==> config.mk <==
export PLATFORM = sky130hd
export DESIGN_NAME = glyph_cache_lru_tag_store
export DESIGN_NICKNAME = d
export VERILOG_FILES = /design/src/rtl/core/glc_pkg.sv /design/src/rtl/core/glc_cmp.sv /design/src/rtl/core/glyph_cache_lru_tag_store.sv
export SDC_FILE = /design/constraint.sdc
export NUM_CORES = 2
export LEC_CHECK = 0
export BUFFER_PORTS_ARGS = -buffer_cell sky130_fd_sc_hd__buf_4
export CAP_MARGIN = 20
export CORE_ASPECT_RATIO = 0.5
export CORE_MARGIN = 2
export CORE_UTILIZATION = 30
export CTS_CLUSTER_SIZE = 14
export DETAILED_ROUTE_END_ITERATION = 12
export PLACE_DENSITY = 0.45
export RECOVER_POWER = 50
export REMOVE_ABC_BUFFERS = 1
export SYNTH_ARGS = -nofsm -noshare
export SYNTH_HDL_FRONTEND = slang
export SYNTH_SLANG_ARGS = --single-unit
==> constraint.sdc <==
create_clock -name clk -period 17.6 [get_ports clk]
set_input_delay 3.52 -clock clk [delete_from_list [all_inputs] [get_ports clk]]
set_output_delay 3.52 -clock clk [all_outputs]
set_load 0.01 [all_outputs]
==> src/rtl/core/glc_pkg.sv <==
// ---------------------------------------------------------------------------
// glc_pkg - shared types and constants of the glyph cache tag store
// Beat layouts, slot entry layout and sizing constants.
// ---------------------------------------------------------------------------
`timescale 1ns / 1ps
`default_nettype none

package glc_pkg;

	localparam int SLOTS      = 32;
	localparam int SLOT_W     = $clog2(SLOTS);
	localparam int SLOT_BYTES = 256;
	// ceil(bits / 8) > SLOT_BYTES  <=>  bits > SLOT_BYTES * 8
	localparam int SIZE_LIMIT = SLOT_BYTES * 8;
	localparam int AREA_W     = 16;
	localparam int BITS_W     = AREA_W + 4;
	localparam int AGE_W      = 32;

	localparam logic REQ_LOOKUP = 1'b0;
	localparam logic REQ_INSERT = 1'b1;

	typedef struct packed {
		logic              req_type;
		logic [1:0]        font_id;
		logic [20:0]       code_point;
		logic [7:0]        glyph_width;
		logic [7:0]        glyph_height;
		logic signed [7:0] offset_x;
		logic signed [7:0] offset_y;
		logic [7:0]        advance;
		logic [3:0]        bits_per_pixel;
	} glc_req_t;

	typedef struct packed {
		logic              hit;
		logic              stored;
		logic [4:0]        slot_index;
		logic [7:0]        out_width;
		logic [7:0]        out_height;
		logic signed [7:0] out_offset_x;
		logic signed [7:0] out_offset_y;
		logic [7:0]        out_advance;
		logic [3:0]        out_bpp;
	} glc_rsp_t;

	typedef struct packed {
		logic [7:0]        width;
		logic [7:0]        height;
		logic signed [7:0] offset_x;
		logic signed [7:0] offset_y;
		logic [7:0]        advance;
		logic [3:0]        bpp;
	} glc_desc_t;

	typedef struct packed {
		logic [1:0]       font;
		logic [20:0]      code_point;
		glc_desc_t        desc;
		logic [AGE_W-1:0] age;
	} glc_entry_t;

	// verdict of the slot compare unit
	typedef struct packed {
		logic hit;    // valid slot with matching key
		logic empty;  // slot not valid
		logic older;  // valid and a better victim than the best so far
	} glc_cmp_t;

endpackage

`default_nettype wire

==> src/rtl/core/glc_cmp.sv <==
// ---------------------------------------------------------------------------
// glc_cmp - slot compare unit
// Key match for lookups, age compare for victim search; used once per slot.
// ---------------------------------------------------------------------------
`timescale 1ns / 1ps
`default_nettype none

module glc_cmp (
	input  wire logic                     slot_vld,
	input  wire glc_pkg::glc_entry_t      ent,
	input  wire logic [1:0]               font_id,
	input  wire logic [20:0]              code_point,
	input  wire logic                     first,
	input  wire logic [glc_pkg::AGE_W-1:0] best_age,
	output glc_pkg::glc_cmp_t             res
);

	always_comb begin
		res.hit   = slot_vld && (ent.font == font_id) && (ent.code_point == code_point);
		res.empty = !slot_vld;
		// a valid first slot always seeds the search; ties keep the lower index
		res.older = slot_vld && (first || (ent.age < best_age));
	end

endmodule

`default_nettype wire

==> src/rtl/core/glyph_cache_lru_tag_store.sv <==
// ---------------------------------------------------------------------------
// glyph_cache_lru_tag_store - fully associative LRU glyph descriptor cache
// 32-slot tag store keyed by font and code point, aged by a 32-bit stamp.
// ---------------------------------------------------------------------------
// One request beat in, exactly one response beat out. A lookup scans the
// slots from 0 upward and stops at the first valid key match, stamping it
// with the next age; an insert first checks ceil(w*h*bpp/8) against the
// slot byte limit (multiplies in ST_AREA and ST_SIZE), then scans for the
// first empty slot or else the oldest one (lowest index on a tie) and
// writes it. The slot entries sit in a RAM with one read and one write
// port, read one slot per cycle. The next request can be taken in the
// cycle after the response is loaded. Only one request is in flight:
// req_stall is high from accept until the response is loaded into the
// output register, and a stalled response that still holds the output
// register keeps the block waiting in its final state. The response
// register decouples the sides, so a new request can be taken while the
// previous response is still stalled. Valid bits clear at reset, so no
// clearing pass is needed.
`timescale 1ns / 1ps
`default_nettype none

module glyph_cache_lru_tag_store (
	input  wire logic              clk,
	input  wire logic              arst_n,
	input  wire logic              req_valid,
	output logic                   req_stall,
	input  wire glc_pkg::glc_req_t req,
	output logic                   rsp_valid,
	input  wire logic              rsp_stall,
	output glc_pkg::glc_rsp_t      rsp
);

	typedef enum logic [5:0] {
		ST_IDLE  = 6'b000001,
		ST_AREA  = 6'b000010,
		ST_SIZE  = 6'b000100,
		ST_SCAN  = 6'b001000,
		ST_WRITE = 6'b010000,
		ST_DONE  = 6'b100000
	} state_t;

	localparam int SW = glc_pkg::SLOT_W;

	state_t                     state_q;
	glc_pkg::glc_req_t          req_q;
	logic [glc_pkg::AREA_W-1:0] area_q;
	logic [SW:0]                scan_q;
	logic                       eval_vld_s1;
	logic [SW-1:0]              eval_idx_s1;
	logic                       found_q;
	logic [SW-1:0]              tgt_q;
	glc_pkg::glc_entry_t        tgt_ent_q;
	logic [glc_pkg::AGE_W-1:0]  best_age_q;
	logic [glc_pkg::AGE_W-1:0]  age_q;
	logic [glc_pkg::SLOTS-1:0]  valid_q;
	logic                       rsp_valid_q;
	glc_pkg::glc_rsp_t          rsp_q;

	// slot RAM
	glc_pkg::glc_entry_t        mem [glc_pkg::SLOTS];
	glc_pkg::glc_entry_t        rd_data_q;
	logic                       mem_we;
	glc_pkg::glc_entry_t        wr_data;

	logic [glc_pkg::BITS_W-1:0] bits;
	logic [glc_pkg::AGE_W-1:0]  age_nxt;
	logic                       is_lookup;
	logic                       issue;
	logic                       last;
	logic                       rsp_free;
	glc_pkg::glc_cmp_t          cmp;

	assign is_lookup = (req_q.req_type == glc_pkg::REQ_LOOKUP);
	assign age_nxt   = age_q + glc_pkg::AGE_W'(1);
	assign last      = (eval_idx_s1 == SW'(glc_pkg::SLOTS - 1));
	assign rsp_free  = !rsp_valid_q || !rsp_stall;
	assign bits      = glc_pkg::BITS_W'(area_q) * glc_pkg::BITS_W'(req_q.bits_per_pixel);

	glc_cmp u_cmp (
		.slot_vld   (valid_q[eval_idx_s1]),
		.ent        (rd_data_q),
		.font_id    (req_q.font_id),
		.code_point (req_q.code_point),
		.first      (eval_idx_s1 == '0),
		.best_age   (best_age_q),
		.res        (cmp)
	);

	// a stop decision in the eval stage cancels the read issued alongside it
	always_comb begin
		issue = (state_q == ST_SCAN) && (scan_q < (SW + 1)'(glc_pkg::SLOTS));
		if (eval_vld_s1 && (is_lookup ? cmp.hit : cmp.empty)) begin
			issue = 1'b0;
		end
	end

	always_comb begin
		mem_we  = (state_q == ST_WRITE);
		wr_data = tgt_ent_q;
		if (!is_lookup) begin
			wr_data.font            = req_q.font_id;
			wr_data.code_point      = req_q.code_point;
			wr_data.desc.width      = req_q.glyph_width;
			wr_data.desc.height     = req_q.glyph_height;
			wr_data.desc.offset_x   = req_q.offset_x;
			wr_data.desc.offset_y   = req_q.offset_y;
			wr_data.desc.advance    = req_q.advance;
			wr_data.desc.bpp        = req_q.bits_per_pixel;
		end
		wr_data.age = age_nxt;
	end

	always_ff @(posedge clk) begin
		if (mem_we) begin
			mem[tgt_q] <= wr_data;
		end
		rd_data_q <= mem[scan_q[SW-1:0]];
	end

	// payload registers
	always_ff @(posedge clk) begin
		if (req_valid && !req_stall) begin
			req_q <= req;
		end
		if (state_q == ST_AREA) begin
			area_q <= glc_pkg::AREA_W'(req_q.glyph_width) *
			          glc_pkg::AREA_W'(req_q.glyph_height);
		end
		if (issue) begin
			eval_idx_s1 <= scan_q[SW-1:0];
		end
		if (state_q == ST_SCAN && eval_vld_s1) begin
			if (is_lookup ? cmp.hit : (cmp.empty || cmp.older)) begin
				tgt_q     <= eval_idx_s1;
				tgt_ent_q <= rd_data_q;
			end
			if (!is_lookup && cmp.older) begin
				best_age_q <= rd_data_q.age;
			end
		end
		// descriptor fields only on a lookup hit, else zero
		if (state_q == ST_DONE && rsp_free) begin
			rsp_q.hit          <= found_q && is_lookup;
			rsp_q.stored       <= found_q && !is_lookup;
			rsp_q.slot_index   <= found_q ? 5'(tgt_q) : 5'd0;
			rsp_q.out_width    <= (found_q && is_lookup) ? tgt_ent_q.desc.width : '0;
			rsp_q.out_height   <= (found_q && is_lookup) ? tgt_ent_q.desc.height : '0;
			rsp_q.out_offset_x <= (found_q && is_lookup) ? tgt_ent_q.desc.offset_x : '0;
			rsp_q.out_offset_y <= (found_q && is_lookup) ? tgt_ent_q.desc.offset_y : '0;
			rsp_q.out_advance  <= (found_q && is_lookup) ? tgt_ent_q.desc.advance : '0;
			rsp_q.out_bpp      <= (found_q && is_lookup) ? tgt_ent_q.desc.bpp : '0;
		end
	end

	// sequencer and control state
	always_ff @(posedge clk or negedge arst_n) begin
		if (!arst_n) begin
			state_q     <= ST_IDLE;
			scan_q      <= '0;
			eval_vld_s1 <= 1'b0;
			found_q     <= 1'b0;
			age_q       <= '0;
			valid_q     <= '0;
			rsp_valid_q <= 1'b0;
		end else begin
			// loading a new response wins over the old one leaving
			if (state_q == ST_DONE && rsp_free) begin
				rsp_valid_q <= 1'b1;
			end else if (rsp_valid_q && !rsp_stall) begin
				rsp_valid_q <= 1'b0;
			end
			if (issue) begin
				scan_q <= scan_q + (SW + 1)'(1);
			end
			eval_vld_s1 <= issue;
			case (state_q)
				ST_IDLE: begin
					if (req_valid) begin
						scan_q  <= '0;
						found_q <= 1'b0;
						state_q <= (req.req_type == glc_pkg::REQ_LOOKUP) ? ST_SCAN : ST_AREA;
					end
				end
				ST_AREA: begin
					state_q <= ST_SIZE;
				end
				ST_SIZE: begin
					state_q <= (bits > glc_pkg::BITS_W'(glc_pkg::SIZE_LIMIT)) ? ST_DONE : ST_SCAN;
				end
				ST_SCAN: begin
					if (eval_vld_s1) begin
						if (is_lookup) begin
							if (cmp.hit) begin
								state_q <= ST_WRITE;
							end else if (last) begin
								state_q <= ST_DONE;
							end
						end else if (cmp.empty || last) begin
							state_q <= ST_WRITE;
						end
					end
				end
				ST_WRITE: begin
					valid_q[tgt_q] <= 1'b1;
					age_q          <= age_nxt;
					found_q        <= 1'b1;
					state_q        <= ST_DONE;
				end
				ST_DONE: begin
					if (rsp_free) begin
						state_q <= ST_IDLE;
					end
				end
				default: begin
					state_q <= ST_IDLE;
				end
			endcase
		end
	end

	assign req_stall = (state_q != ST_IDLE);
	assign rsp_valid = rsp_valid_q;
	assign rsp       = rsp_q;

endmodule

`default_nettype wire
=== Yosys cells after proc, flatten, opt, wreduce, memory -nomap -nowiden ===
Memories as Yosys holds them, arrays and structs flattened. A register that Yosys moved wholly into a read port is not among the register bits.
Cells that the tools add are included.

* Bits in registers: 323
* Bits in writable memories: 3168
* Memories: 1
* Bits of input ports: 72
* Word-level logic and storage cells: 120
* Output and inout bits: 53

{| class="wikitable"
|+ Memories
! memory !! depth !! bits a word !! rd ports !! clocked after memory_dff !! wr ports !! RTL line !! RTL
|-
| mem || 32 || 99 || 1 || 1 || 1 || glyph_cache_lru_tag_store.sv:60 || <nowiki>glc_pkg::glc_entry_t mem [glc_pkg::SLOTS];</nowiki>
|}

* Bitwise logic cells: 2
* $mul: 2
* Eq/ne operators: 15
* Muxes and demuxes: 27
* Reduce and logical (&&, ||, !) cells: 28
* Order comparisons: 6
* Add/sub/neg operators: 2

{| class="wikitable"
|+ Operator list
! kind !! number
|-
| 2-to-1 mux 67 bit || 1
|-
| 2-to-1 mux 6 bit || 11
|-
| case mux 6 bit (6 select lines) || 1
|-
| adder 32 x 1 -> 32 bit (second input constant) || 1
|-
| < comparator 32 bit || 1
|-
| bitwise OR 32 bit || 1
|-
| == test 21 bit || 1
|-
| > comparator 20 x 12 -> 1 bit (second input constant) || 1
|-
| multiplier 16 x 4 -> 20 bit || 1
|-
| multiplier 8 x 8 -> 16 bit || 1
|-
| logical AND 1 bit || 13
|-
| < comparator 5 x 6 -> 1 bit (second input constant) || 2
|-
| 2-to-1 mux 1 bit || 10
|-
| adder 6 x 1 -> 6 bit (second input constant) || 1
|-
| == test 6 x 1 -> 1 bit (second input constant) || 1
|-
| == test 6 x 2 -> 1 bit (second input constant) || 1
|-
| == test 6 x 3 -> 1 bit (second input constant) || 1
|-
| == test 6 x 4 -> 1 bit (second input constant) || 1
|-
| == test 6 x 5 -> 1 bit (second input constant) || 1
|-
| == test 6 bit (second input constant) || 1
|-
| < comparator 6 bit (second input constant) || 1
|-
| != test 2 bit (second input constant) || 3
|-
| != test 6 x 1 -> 1 bit (second input constant) || 1
|-
| AND reduction 2 bit || 3
|-
| 15 further kinds || 22
|}

=== Longest topological paths before layout ===
* Depth after elaboration: 10
* Mapped depth: 17
* Mapped depth without buffers: 17

=== Modules after synthesis ===
A second synthesis with hierarchy kept.

* Cell total of the unflattened synthesis: 6735
* Area total of the unflattened synthesis: 139862.9 µm²

{| class="wikitable"
|+ Modules (own cells, without submodules)
! module !! cells an instance !! area an instance (µm²) !! seq. area each (µm²) !! instances
|-
| glyph_cache_lru_tag_store || 6593 || 138799.4 || 106418.3 || 1
|-
| glc_cmp || 142 || 1063.5 || 0.0 || 1
|}

=== Least setup slack after synthesis ===
Ideal clock, no wire load.

* Path type: reg2reg
* From: register eval_idx_s1[2]
* To: register tgt_ent_q[32] (netlist name) (enable)
* Stages on the path, launching flop included: 9
* Path slack: 9916 ps
* Library setup time: 609 ps
* Period minus slack after synthesis: 7684 ps
* Path buffers: 1
* Data required time: 16991 ps
* Arrival time: 7074 ps
* Path through: edfxtp_1 > buf_2 > mux4_2 > o22ai_1 > a2111oi_1 > nor4_4 > nor2_1 > nor2_1 > a211oi_1

* Cells in the longest elaborated chain, start to end: 6
* Elaborated cells between the ends (all ways): 11
* Those cells by class: 3 x mux; 8 x reduce/logical

{| class="wikitable"
|+ Ends and longest elaborated chain
! what !! RTL line !! RTL
|-
| start: declaration || glyph_cache_lru_tag_store.sv:49 || <nowiki>logic [SW-1:0] eval_idx_s1;</nowiki>
|-
| start signal: assignment || glyph_cache_lru_tag_store.sv:130 || <nowiki>eval_idx_s1 <= scan_q[SW-1:0];</nowiki>
|-
| binary-select mux 1 bit (select 5 bit) / zero test 5 bit (equally long branches) || glyph_cache_lru_tag_store.sv:80, glyph_cache_lru_tag_store.sv:84 ||
|-
| 2-to-1 mux 1 bit (not written as such) / logical OR 1 bit (equally long branches) || glyph_cache_lru_tag_store.sv:80, glc_cmp.sv:22 ||
|-
| logical AND 1 bit (tied with other cells) || glc_cmp.sv:19 || <nowiki>res.hit = slot_vld && (ent.font == font_id) && (ent.code_point == code_point);</nowiki>
|-
| logical AND 1 bit / logical OR 1 bit (equally long branches) || glc_cmp.sv:19, glyph_cache_lru_tag_store.sv:133 ||
|-
| 2-to-1 mux 1 bit * || glyph_cache_lru_tag_store.sv:133 || <nowiki>if (is_lookup ? cmp.hit : (cmp.empty || cmp.older)) begin</nowiki>
|-
| AND reduction 2 bit (no line) * || - ||
|-
| end signal: assignment || glyph_cache_lru_tag_store.sv:135 || <nowiki>tgt_ent_q <= rd_data_q;</nowiki>
|-
| end: declaration || glyph_cache_lru_tag_store.sv:52 || <nowiki>glc_pkg::glc_entry_t tgt_ent_q;</nowiki>
|}

Mark *: on every way between the ends. The rest lies on a longest branch, timed or not. The select of a mux whose other input is x is not followed.
A chain may end at the register's enable or synchronous reset.

=== Worst setup path after layout ===
* From: register state_q[1]
* To: memory mem[21][49] (netlist name) (enable)

* Cells in the longest elaborated chain, start to end: 3

{| class="wikitable"
|+ Ends and longest elaborated chain
! what !! RTL line !! RTL
|-
| start: declaration || glyph_cache_lru_tag_store.sv:44 || <nowiki>state_t state_q;</nowiki>
|-
| start signal: assignment || glyph_cache_lru_tag_store.sv:181 || <nowiki>state_q <= (req.req_type == glc_pkg::REQ_LOOKUP) ? ST_SCAN : ST_AREA;</nowiki>
|-
| start signal: assignment || glyph_cache_lru_tag_store.sv:188 || <nowiki>state_q <= (bits > glc_pkg::BITS_W'(glc_pkg::SIZE_LIMIT)) ? ST_DONE : ST_SCAN;</nowiki>
|-
| == test 6 x 5 -> 1 bit || glyph_cache_lru_tag_store.sv:98 || <nowiki>mem_we = (state_q == ST_WRITE);</nowiki>
|-
| 2-to-1 mux 1 bit || glyph_cache_lru_tag_store.sv:114 || <nowiki>if (mem_we) begin</nowiki>
|-
| 2-to-1 mux 1 bit (not written as such) || glyph_cache_lru_tag_store.sv:115 || <nowiki>mem[tgt_q] <= wr_data;</nowiki>
|-
| end: declaration || glyph_cache_lru_tag_store.sv:60 ||
|}

No other way between the ends.

==> results by group <==
Timing
  • Final Hold Viols: 0
  • Final period utilization: 62.0%
  • Tmin final: 10.91 ns
  • Final setup fails: 0
  • Layout Skew: 0.0726 ns
  • WHS: 0.403 ns
  • RSZ-0062 raised after global routing: false
  • Slew headroom: -536%
  • Setup WS post-layout: 6.69 ns
  • Fin. max-slew vios: 1353
  • Worst Tran Pin Value: 9.55 ns
  • Setup total negative slack: 0 ns
  • F_max: 91.6 MHz

Layout
  • Fraction of layout cells with a size suffix above 1: 27.9%
  • Layout Nets: 6683
  • Most common cell after layout, fill and taps aside: edfxtp_1
  • Layout area overhead: 14.8%
  • Fill cell count: 42600
  • Design area: 0.160 mm^2
  • Most frequent cells in the layout: edfxtp_1 (3412), mux4_2 (994), clkbuf_16 (361), clkbuf_1 (171), buf_4 (167)

Synthesis
  • Area share of and/or/nand/nor cells after synthesis: 1.87%
  • EDFF count, synth: 3412
  • Yosys top cell by area: edfxtp_1
  • Area share of the largest cell type after synthesis: 73.6%
  • Post-synth top flop: edfxtp_1
  • Mean Syn Cell Area: 23.0 um^2
  • Number of cells produced by synthesis: 6062
  • Yosys warnings: 0
  • Yosys reg bits: 3590
  • Synth Cell Area: 0.139 mm^2
  • Adder-Cell Fraction of Synth Area: 1.76%
  • Post-Synth XOR/XNOR Area: 0.661%
  • Synth top area cells: edfxtp_1 (74%), mux4_2 (16%), dfxtp_1 (1.4%)
  • Asr flop ratio synth: 2.20%
  • Compound-Gate Fraction of Synth Area: 0.607%
  • Post-synthesis sequential area ratio: 76.4%
  • Library cells used by synthesis: 75
  • Mux cell area share after synthesis: 17.5%
  • Main combinational cell family by area after synthesis: multiplexers

Place
  • RD Place Congestion: 0.716
  • Post-detail-place hpwl: 196000 um
  • Pre-CTS setup slack: 11.88 ns
  • Post-DP Area: 0.149 mm^2
  • PortBufs: 124

Die
  • Core box area: 0.461 mm^2
  • Die area: 0.470 mm^2
  • Ports: 125
  • Die H: 486 um
  • Row count: 176
  • Die Width: 967 um
  • Starting Density: 30.2%

Power and ir drop
  • Leakage Power: 0.0516 uW
  • PD cells: 135 mW/mm^2
  • Sw frac: 26.3%
  • Psw: 5680 uW
  • Cell Int Power: 15900 uW
  • Combinational share of power: 18.3%
  • VDD IR max: 98.5 uV
  • Clock share of power: 34.9%
  • Tot Pwr: 21600 uW
  • Reg power frac: 46.8%

Clock tree
  • Post-CTS sizing: 0
  • CTS Buf Count: 353
  • Hold_buf cts: 0
  • Clk sinks: 3590
  • TritonCTS clock tree: yes
  • Clk root buf: clkbuf_16
  • Worst-path clk slew: 0.06 ns
  • Max Buffers Root-to-Sink: 4
  • Worst skew pair latency: 0.94 ns
  • H-tree depth: 5
  • Post-CTS setup buffers: 0

Worst setup path
  • Crit-path max FO: 73
  • Critical Path RT: 18.09 ns
  • Critical Path Start Type: flip-flop
  • CP Capture Type: flip-flop
  • Worst EP arrival: 11.40 ns
  • WS Path Type: flip-flop to flip-flop

Routing
  • Initial drt markers: 6772
  • Antenna Nets Post-Route: 0
  • # DRC: 0
  • Wire per inst: 30.5 um
  • Drt total wl: 392000 um
  • Drt via density: 4.96
  • TritonRoute pass-1 iters: 5
  • Via Count: 63900

Global routing
  • Number of global-route vias before repair: 66100
  • Global-route wire length before repair: 544000 um
  • Global Route Usage Sum: 16.4%
  • Congestion Overflow GR: 0
  • Antenna violations before repair: 18
  • Largest net degree at the start of global routing: 128

Worst hold path
  • HP Class: flip-flop to flip-flop

Status
  • Failing checks: max-capacitance violations, max-slew violations
  • Outcome: finished, violations left

Flow run
  • Max-cap check violation count: 47
## logic make-up after synthesis
| family | after synthesis |
|---|---|
| AND/OR/NAND/NOR | 497 |
| flip-flops | 3590 |
| buffers and inverters | 416 |
| multiplexers | 1172 |
| AO/OA/AOI/OAI | 125 |
| XOR/XNOR | 105 |
| adder cells (fa/ha/maj) | 157 |
## worst paths after layout
path                          startpoint       endpoint  slack, ns  cells after the start
setup reg to reg              state_q[1]    mem[21][49]       6.69                      8
setup / recovery              state_q[1]    mem[21][49]       6.69                      8
min in group asynchronous         arst_n      age_q[14]       2.80                      1
max in group asynchronous         arst_n     state_q[3]      13.24                      2
hold reg to reg            rd_data_q[59]  tgt_ent_q[59]       0.40                      0
hold / removal             rd_data_q[59]  tgt_ent_q[59]       0.40                      0
## synthesized netlist by cell type, types with 4 or more instances
| cell type | n |
|---|---|
| nor3_1 | 20 |
| o21ai_0 | 8 |
| xnor2_1 | 68 |
| and3_1 | 10 |
| a211oi_1 | 8 |
| inv_1 | 141 |
| dfrtp_1 | 78 |
| mux2_2 | 162 |
| nand3b_1 | 5 |
| o31ai_1 | 4 |
| nor3b_1 | 5 |
| clkbuf_1 | 196 |
| and2_1 | 136 |
| a31oi_1 | 5 |
| dfxtp_1 | 99 |
| fa_1 | 64 |
| nor4_1 | 5 |
| nand4_1 | 16 |
| mux2i_1 | 6 |
| nand2_1 | 103 |
| o21ai_1 | 11 |
| nor2_1 | 95 |
| mux4_2 | 994 |
| a21o_1 | 17 |
| o21a_1 | 6 |
| a21oi_1 | 31 |
| nand2b_1 | 10 |
| mux2_1 | 9 |
| xor2_1 | 37 |
| nor2b_1 | 12 |
| nand3_1 | 30 |
| edfxtp_1 | 3412 |
| ha_1 | 93 |
| buf_1 | 66 |
| or2_1 | 34 |
| o22ai_1 | 4 |
| buf_2 | 7 |
## routing by layer
layer  vias up  global-route usage, %  part of all wire (%)
met5         -                      0                0.0033
met3       466                   2.32                   4.9
met4         2                   3.33                   2.0
met1     35700                   23.6                    46
met2      1668                   26.7                    48
li1      26100                      -                     -
## stage by stage
step	util, %	std cells
2_1_floorplan	-	5790
3_3_place_gp	32.3	12200
3_5_place_dp	32.3	12200
4_1_cts	34.8	12900
5_1_grt	34.7	12900
6_report	34.7	12900
## final cells by class
class | instances | area, um^2 | share of cell area (%)
Antenna cell | 4 | 10.0 | 0.00626
Clock inverter | 134 | 1250 | 0.782
Sequential cell | 3590 | 106000 | 66.6
Timing Repair Buffer | 309 | 2310 | 1.45
Multi-Input combinational cell | 2056 | 31500 | 19.7
Clock buffer | 510 | 10000 | 6.28
Inverter | 144 | 541 | 0.338
Tap cell | 6141 | 7680 | 4.81
## power groups by stage
stage                     Combinational (uW)  Clock (uW)  Sequential (uW)
final                                   3960        7530            10100
after global routing                    4410        8050            10100
after CTS                               4050        7720            10100
after detailed placement                4030           0            10300
after global placement                  4050           0            10300
after floorplan                         4660           0            10500
## flip-flops by register name, indices dropped and copies added (netlist names)
register / count
age_q: 32
rsp: 51
valid_q: 32
scan_q: 6
tgt_q: 5
found_q: 1
eval_idx_s1: 5
eval_vld_s1: 1
req_q: 68
mem: 3168
rd_data_q: 99
tgt_ent_q: 67
best_age_q: 32
state_q: 6
rsp_valid: 1
area_q: 16
## worst max-delay path: stages (launching register included)
cell and delay, ns:
dfrtp_1 0.45, nor4_1 0.44, nand3b_1 0.13, clkbuf_1 0.60, nor2_1 0.26, nand3_1 0.30, nor2_4 0.15, clkbuf_1 6.63
buf_4 1.34
Note: power is estimated with default switching activity, not from simulation.
